===== src/rtl/rec_pkg.sv =====
// Shared types, register indexes and reset constants for the rotary encoder counter.
package rec_pkg;

    localparam int COUNT_W    = 8;
    localparam int TIMER_W    = 16;
    localparam int CFG_IDX_W  = 2;
    localparam int CFG_DATA_W = 16;

    localparam logic [COUNT_W-1:0] COUNT_MAX_RST = 8'd100;
    localparam logic [TIMER_W-1:0] DEBOUNCE_RST  = 16'd20;
    localparam logic [COUNT_W-1:0] COUNT_TOP     = 8'd255;

    // Configuration register indexes
    localparam logic [CFG_IDX_W-1:0] CFG_COUNT_MAX = 2'd0;
    localparam logic [CFG_IDX_W-1:0] CFG_DEBOUNCE  = 2'd1;

    typedef enum logic [1:0] {
        PH_IDLE    = 2'd0,
        PH_PRESS   = 2'd1,
        PH_HELD    = 2'd2,
        PH_RELEASE = 2'd3
    } t_phase;

    typedef struct packed {
        logic pin_a;
        logic pin_b;
        logic pin_button;
    } t_in_item;

    typedef struct packed {
        logic [COUNT_W-1:0] count;
        logic               led_on;
        logic               cleared;
    } t_out_item;

    // Status from the button sequencer to the encoder counter
    typedef struct packed {
        logic clear;
        logic lamp;
    } t_btn_status;

endpackage


===== src/rtl/rec_button.sv =====
// Button debounce sequencer: press wait, clear, release wait, LED control.
module rec_button
    import rec_pkg::*;
(
    input  logic               i_clk,
    input  logic               i_rst_n,
    input  logic               i_step,
    input  logic               i_pin_button,
    input  logic [TIMER_W-1:0] i_debounce_ticks,
    output t_btn_status        o_status
);

    t_phase             r_phase, n_phase;
    logic [TIMER_W-1:0] r_timer, n_timer;
    logic               r_lamp, n_lamp;
    logic               r_last_button;
    logic               w_fall;
    logic               w_expire;

    assign w_fall   = r_last_button & ~i_pin_button;
    assign w_expire = (r_timer <= TIMER_W'(1));

    // Next phase
    always_comb begin
        n_phase = r_phase;
        unique case (r_phase)
            PH_IDLE: begin
                if (w_fall) n_phase = PH_PRESS;
            end
            PH_PRESS: begin
                if (w_expire) n_phase = i_pin_button ? PH_IDLE : PH_HELD;
            end
            PH_HELD: begin
                if (i_pin_button) n_phase = PH_RELEASE;
            end
            PH_RELEASE: begin
                if (w_expire) n_phase = PH_IDLE;
            end
            default: n_phase = PH_IDLE;
        endcase
    end

    // Timer, lamp and clear request
    always_comb begin
        n_timer         = r_timer;
        n_lamp          = r_lamp;
        o_status.clear  = 1'b0;
        unique case (r_phase)
            PH_IDLE: begin
                if (w_fall) n_timer = i_debounce_ticks;
            end
            PH_PRESS: begin
                n_timer = w_expire ? '0 : r_timer - TIMER_W'(1);
                if (w_expire && !i_pin_button) begin
                    n_lamp         = 1'b1;
                    o_status.clear = 1'b1;
                end
            end
            PH_HELD: begin
                if (i_pin_button) n_timer = i_debounce_ticks;
            end
            PH_RELEASE: begin
                n_timer = w_expire ? '0 : r_timer - TIMER_W'(1);
                if (w_expire) n_lamp = 1'b0;
            end
            default: n_timer = r_timer;
        endcase
        o_status.lamp = n_lamp;
    end

    // Advance state once per request
    always_ff @(posedge i_clk) begin
        if (!i_rst_n) begin
            r_phase       <= PH_IDLE;
            r_timer       <= '0;
            r_lamp        <= 1'b0;
            r_last_button <= 1'b1;
        end else if (i_step) begin
            r_phase       <= n_phase;
            r_timer       <= n_timer;
            r_lamp        <= n_lamp;
            r_last_button <= i_pin_button;
        end
    end

endmodule


===== src/rtl/rec_encoder.sv =====
// Quadrature edge decoder with a saturating count and a button clear.
module rec_encoder
    import rec_pkg::*;
(
    input  logic               i_clk,
    input  logic               i_rst_n,
    input  logic               i_step,
    input  logic               i_pin_a,
    input  logic               i_pin_b,
    input  logic [COUNT_W-1:0] i_count_max,
    input  t_btn_status        i_status,
    output logic [COUNT_W-1:0] o_count
);

    logic               r_last_a;
    logic               r_last_b;
    logic [COUNT_W-1:0] r_pos, n_pos;
    logic [COUNT_W-1:0] w_pos_a;

    // Apply the A edge (decrement) first, then the B edge (increment)
    always_comb begin
        w_pos_a = r_pos;
        if (r_last_a && !i_pin_a) begin
            if (!i_pin_b && (r_pos != '0)) w_pos_a = r_pos - COUNT_W'(1);
            if (w_pos_a > i_count_max) w_pos_a = i_count_max;
        end
        n_pos = w_pos_a;
        if (r_last_b && !i_pin_b) begin
            if (!i_pin_a && (w_pos_a != COUNT_TOP)) n_pos = w_pos_a + COUNT_W'(1);
            if (n_pos > i_count_max) n_pos = i_count_max;
        end
        if (i_status.clear) n_pos = '0;
    end

    assign o_count = n_pos;

    // Hold the pin history and count
    always_ff @(posedge i_clk) begin
        if (!i_rst_n) begin
            r_last_a <= 1'b1;
            r_last_b <= 1'b1;
            r_pos    <= '0;
        end else if (i_step) begin
            r_last_a <= i_pin_a;
            r_last_b <= i_pin_b;
            r_pos    <= n_pos;
        end
    end

endmodule


===== src/rtl/rotary_encoder_clamped_counter_unit.sv =====
// Top level of the rotary encoder counter: input register, step logic, result register.
// Each request carries one sample tick of encoder pins A and B and the active-low
// button. A request is registered on acceptance and, once the result register is free,
// passes through the edge decode, saturating count and button sequencer into the result
// register; one result comes out per request, and a new request is taken every cycle
// while results are drained. Input stall rises only when a request sits in the input
// register and the result register is held by a stall.
// Registers count_max (index 0) and debounce_ticks (index 1) are written over the
// configuration port, which is always ready; write them only while the block is idle.
module rotary_encoder_clamped_counter_unit
    import rec_pkg::*;
(
    input  logic                  i_clk,
    input  logic                  i_rst_n,
    input  logic                  i_in_valid,
    output logic                  o_in_stall,
    input  t_in_item              i_in,
    output logic                  o_out_valid,
    input  logic                  i_out_stall,
    output t_out_item             o_out,
    input  logic                  i_cfg_valid,
    output logic                  o_cfg_ready,
    input  logic [CFG_IDX_W-1:0]  i_cfg_index,
    input  logic [CFG_DATA_W-1:0] i_cfg_data
);

    logic               r_in_valid;
    t_in_item           r_in;
    logic               r_out_valid;
    t_out_item          r_out;
    logic [COUNT_W-1:0] r_count_max;
    logic [TIMER_W-1:0] r_debounce;
    logic               w_out_free;
    logic               w_step;
    logic               w_in_take;
    t_btn_status        w_status;
    logic [COUNT_W-1:0] w_count;

    assign w_out_free  = !r_out_valid || !i_out_stall;
    assign w_step      = r_in_valid && w_out_free;
    assign o_in_stall  = r_in_valid && !w_out_free;
    assign w_in_take   = i_in_valid && !o_in_stall;
    assign o_cfg_ready = 1'b1;
    assign o_out_valid = r_out_valid;
    assign o_out       = r_out;

    // Configuration registers
    always_ff @(posedge i_clk) begin
        if (!i_rst_n) begin
            r_count_max <= COUNT_MAX_RST;
            r_debounce  <= DEBOUNCE_RST;
        end else if (i_cfg_valid && o_cfg_ready) begin
            if (i_cfg_index == CFG_COUNT_MAX) r_count_max <= i_cfg_data[COUNT_W-1:0];
            if (i_cfg_index == CFG_DEBOUNCE)  r_debounce  <= i_cfg_data[TIMER_W-1:0];
        end
    end

    // Input register
    always_ff @(posedge i_clk) begin
        if (!i_rst_n) begin
            r_in_valid <= 1'b0;
        end else if (w_in_take) begin
            r_in_valid <= 1'b1;
        end else if (w_step) begin
            r_in_valid <= 1'b0;
        end
    end

    always_ff @(posedge i_clk) begin
        if (w_in_take) begin
            r_in <= i_in;
        end
    end

    rec_button u_button (
        .i_clk            (i_clk),
        .i_rst_n          (i_rst_n),
        .i_step           (w_step),
        .i_pin_button     (r_in.pin_button),
        .i_debounce_ticks (r_debounce),
        .o_status         (w_status)
    );

    rec_encoder u_encoder (
        .i_clk       (i_clk),
        .i_rst_n     (i_rst_n),
        .i_step      (w_step),
        .i_pin_a     (r_in.pin_a),
        .i_pin_b     (r_in.pin_b),
        .i_count_max (r_count_max),
        .i_status    (w_status),
        .o_count     (w_count)
    );

    // Result register
    always_ff @(posedge i_clk) begin
        if (!i_rst_n) begin
            r_out_valid <= 1'b0;
        end else if (w_out_free) begin
            r_out_valid <= r_in_valid;
        end
    end

    always_ff @(posedge i_clk) begin
        if (w_step) begin
            r_out.count   <= w_count;
            r_out.led_on  <= w_status.lamp;
            r_out.cleared <= w_status.clear;
        end
    end

    // A clearing result shows a zero count with the LED lit
    a_clear_zero: assert property (@(posedge i_clk) disable iff (!i_rst_n)
        (o_out_valid && o_out.cleared) |-> (o_out.count == '0 && o_out.led_on))
        else $error("cleared result without zero count and lit LED");

    // Stall only while a request waits in the input register
    a_stall_pending: assert property (@(posedge i_clk) disable iff (!i_rst_n)
        o_in_stall |-> (r_in_valid && r_out_valid))
        else $error("input stalled with no pending request");

    // A stepped request always lands in the result register
    a_step_lands: assert property (@(posedge i_clk) disable iff (!i_rst_n)
        w_step |=> r_out_valid)
        else $error("stepped request lost");

endmodule


===== config.mk =====
export PLATFORM = sky130hd
export DESIGN_NAME = rotary_encoder_clamped_counter_unit
export DESIGN_NICKNAME = d
export VERILOG_FILES = /design/src/rtl/rec_pkg.sv /design/src/rtl/rec_button.sv /design/src/rtl/rec_encoder.sv /design/src/rtl/rotary_encoder_clamped_counter_unit.sv
export SDC_FILE = /design/constraint.sdc
export NUM_CORES = 1
export LEC_CHECK = 0
export ABC_AREA = 0
export ABC_CLOCK_PERIOD_IN_PS = 8400
export BUFFER_PORTS_ARGS = -buffer_cell sky130_fd_sc_hd__buf_2
export CAP_MARGIN = 25
export CORE_MARGIN = 2
export CORE_UTILIZATION = 60
export CTS_CLUSTER_DIAMETER = 200
export DETAILED_ROUTE_END_ITERATION = 10
export GPL_TIMING_DRIVEN = 1
export PLACE_DENSITY = 0.8
export SYNTH_ARGS = -nofsm -noshare
export SYNTH_HDL_FRONTEND = slang
export SYNTH_HIERARCHICAL = 1
export SYNTH_SLANG_ARGS = --single-unit

===== constraint.sdc =====
create_clock -name i_clk -period 8.4 [get_ports i_clk]
set_input_delay 0.84 -clock i_clk [delete_from_list [all_inputs] [get_ports i_clk]]
set_output_delay 0.84 -clock i_clk [all_outputs]
set_load 0.02 [all_outputs]

==> flow_summary.toml <==
[run_status]
status = "complete, no violations"

[min_path]
min_delay_path_depth = 2
hold_class = "reg -> reg"

[yosys]
synthDominantAreaCellType = "dfxtp_1"
mappedNetlistNets = 594
mapped_cells = 547
synthMuxAreaShare_pct = 6.08
post_synth_fa_ha_maj_area_fraction_pct = 5.48
main_area_contributors_after_synthesis = "dfxtp_1 23%, edfxtp_1 8.1%, mux2i_1 5.8%, nand2_1 5.7%, ha_1 5.5%"
area_share_of_the_leading_cell_type_in_the_synthesized_netlist_pct = 23.4
synth-simple-area-share_pct = 24.9
netlist-cell-type-count = 89
post_synthesis_compound_gate_area_fraction_pct = 24.0
seq_area_frac_synth_pct = 31.5
netlist_area_um2 = 4790
postSynth.asyncResetShare_pct = 0
synth_enable_flop_cells = 13
postSynthRegisterBits = 69
synth_top_family_by_area = "simple AND/OR/NAND/NOR gates"
yosys_warnings = 6
synth_xor_area_share_pct = 0.914
postSynthAreaPerCell_um2 = 8.76
synth_flop_type = "dfxtp_1"

[global_routing]
number_of_global_route_vias_before_repair = 4248
gr-total-overflow = 0
wire_length_of_the_first_global_routing_pass_um = 21100
track_usage_pct = 30.7
maximum_number_of_pins_on_one_net_before_global_route_repair = 49
antenna_violations_before_repair = 0

[clock_tree]
tritoncts.num_buffers = 9
insertion_delay_ns = 0.35
cts_htree_levels = 3
clk_pin_slew_ns = 0.08
max-clock-path-buffers = 2
cts_sinks = 69
cts_repair_resize_count = 0
tritoncts_clock_tree = "yes"
clock_tree.root_cell = "clkbuf_8"
ctsHoldBuffers = 0
post-cts-setup-buffers = 0

[critical_path]
number_of_gates_on_the_worst_path_with_buffers_counted = 25
cp_bufs_invs = 2
setup.reg_to_reg.worst_slack_ns = 1.10
worstPathRequired_ns = 8.65
worst_setup_path_start_kind = "flip-flop"
timing.setup.critical_path_class = "reg -> reg"
critPathMaxStageDelay_ns = 0.69
critPathCaptureType = "flip-flop"
rr_worst_depth = 25
worstPathArrival_ns = 7.55
cp_top_family = "compound AO/OA/AOI/OAI gates"
timing.critical_path.fanout_max = 12
timing.critical_path.slowest_stage_cell = "a311oi_1"
critical_path.most_common_cell = "ha_1"

[cells_and_area]
layout.nets = 611
antenna_cells = 0
drive_gt1_share_pct = 16.5
fillers = 659
regArea_um2 = 1510
area_growth_from_synthesis_to_layout_pct = 6.55
multiInputGateArea_um2 = 2950

[routing]
drcViolationCount = 0
detailedRoute.firstIterationViolations = 312
detail_route.first_pass.iterations = 5
wl_per_cell_um = 18.8
wl_um = 12600
via_per_inst = 6.56
dr_total_vias = 4399
drt.antenna.violating_nets = 0

[die]
core_outline_area_um2 = 7730
floorplan.io_pins = 39
die_width_um = 93.4
initial_utilization_pct = 62.0
num_rows = 32
die-height_um = 93.4
die_area_um2 = 8720

[power_and_ir_drop]
share_seq_of_total_power_pct = 41.4
power_density_nw_per_um2 = 173
total_power_w = 0.000886
p_leak_nw = 2.05
relative_contribution_of_the_clock_network_to_total_power_pct = 34.9
irDropWorstVdd_uv = 98.9
switchingPower_w = 0.000289
internal_power_w = 0.000597
p_comb_share_pct = 23.7
switching_share_pct = 32.6

[sta]
clock-skew-final_ns = 0.00482
final_max_slew_viol_count = 0
worstMarginPinSlew_ns = 0.982
grt_setup_unrepaired = "false"
period_minus_slack_ns = 7.30
timing.final.crit_share_pct = 86.9
maximum_achievable_frequency_mhz = 137
finalHoldWorstSlack_ns = 0.463
timing.max_slew.rel_slack_pct = 34.5
finalSetupTns_ns = 0
finalHoldViolCount = 0
setup_violation_total_in_the_final_timing_report = 0

[job]
maxCapViolCount = 0

[placement]
weighted_congestion_reported_at_the_end_of_routability_driven_placement = 0.979
post-dp-hpwl_um = 9280
placement.io_buffers = 37
-- cell usage in the layout, fill, tap and decap left out, drive strengths merged, types with 3 or more instances in the layout --
master / count
a21o: 4
edfxtp: 13
xnor2: 4
o22ai: 6
inv: 26
a21boi: 4
ha: 21
nor2b: 13
or3: 9
a32oi: 4
nand2: 73
o21ai: 21
nand3: 16
nor4: 9
dfxtp: 56
nor3b: 4
clkbuf: 9
a211oi: 13
and3: 6
and2: 4
o211a: 3
nor2: 41
nand2b: 5
a31oi: 5
nand4: 7
or4: 5
a21oi: 28
o21a: 8
a22oi: 4
a221oi: 11
mux2i: 28
o31ai: 3
nor3: 10
a22o: 4
o211ai: 6
buf: 40
-- tightest hold or removal path: cells and delay by family (launching register included) --
family        cells  cell delay (ns)
simple gates      1             0.05
mux               1             0.05
flops             1             0.32
-- cells in the mapped netlist, drive strengths merged (5+ instances only) --
library cell / n
nor2b: 13
buf: 15
o21a: 8
or4: 5
nand3: 16
a211oi: 13
nor3: 10
edfxtp: 13
o21ai: 21
or3: 9
o211ai: 6
inv: 24
o22ai: 6
clkbuf: 18
a221oi: 11
a21oi: 28
mux2i: 28
nand2b: 5
and3: 6
a31oi: 5
ha: 21
dfxtp: 56
nor2: 41
nor4: 9
nand2: 73
nand4: 7
-- stage by stage --
step / instance area (um^2) / worst slack [ns] / utilization [%] / std cells
floorplan: 4790 / 2.30 / - / 547
global placement: 4890 / 1.59 / 63.2 / 655
detailed placement: 4890 / 1.31 / 63.2 / 655
CTS: 5110 / 1.22 / 66.1 / 671
global route: 5110 / 0.631 / 66.1 / 671
finish: 5110 / 1.10 / 66.1 / 671
-- power by group through the flow --
stage                     clock network [W]  logic, W  registers (W)
after floorplan                           0  0.000162       0.000371
after global placement                    0  0.000199       0.000373
after detailed placement                  0  0.000204       0.000374
after CTS                          0.000311  0.000206       0.000366
after global routing               0.000329  0.000232       0.000368
final                              0.000309  0.000210       0.000366
-- path summary, 6_finish.rpt --
kind,start,endpoint
worst max-delay path,u_encoder/r_pos[0],u_encoder/r_pos[0]
worst min-delay path,r_debounce[15],r_debounce[15]
worst max register to register,u_encoder/r_pos[0],u_encoder/r_pos[0]
worst min register to register,r_debounce[15],r_debounce[15]
-- kinds of logic after synthesis --
logic type / Yosys count
flip-flops: 69
other: 1
AND/OR/NAND/NOR: 214
adder cells (fa/ha/maj): 21
buffers and inverters: 58
XOR/XNOR: 5
multiplexers: 29
AO/OA/AOI/OAI: 150
-- layout make-up --
| cell class | instances | area share [%] |
|---|---|---|
| flip-flops and latches | 69 | 29.6 |
| clock inverters | 7 | 1.89 |
| clock buffers | 9 | 2.43 |
| inverters | 24 | 1.76 |
| well taps | 102 | 2.50 |
| multi-input cells | 420 | 57.8 |
| repair buffers | 40 | 4.07 |
-- metal layers --
metal	wire, um	track usage, %
met5	0	0
met4	522	15.8
met3	795	5.08
met2	6080	51.2
met1	5230	37.9
-- sequential cells by signal (all words and copies together) (netlist names), named ones only --
name,flops
o_out,10
o_out_valid,1
r_count_max,8
r_debounce,16
r_in,3
r_in_valid,1
u_button/r_lamp,1
u_button/r_last_button,1
u_button/r_phase,1
u_button/r_timer,16
u_encoder/r_last_a,1
u_encoder/r_last_b,1
u_encoder/r_pos,8
Power figures use the tool's default switching activity.
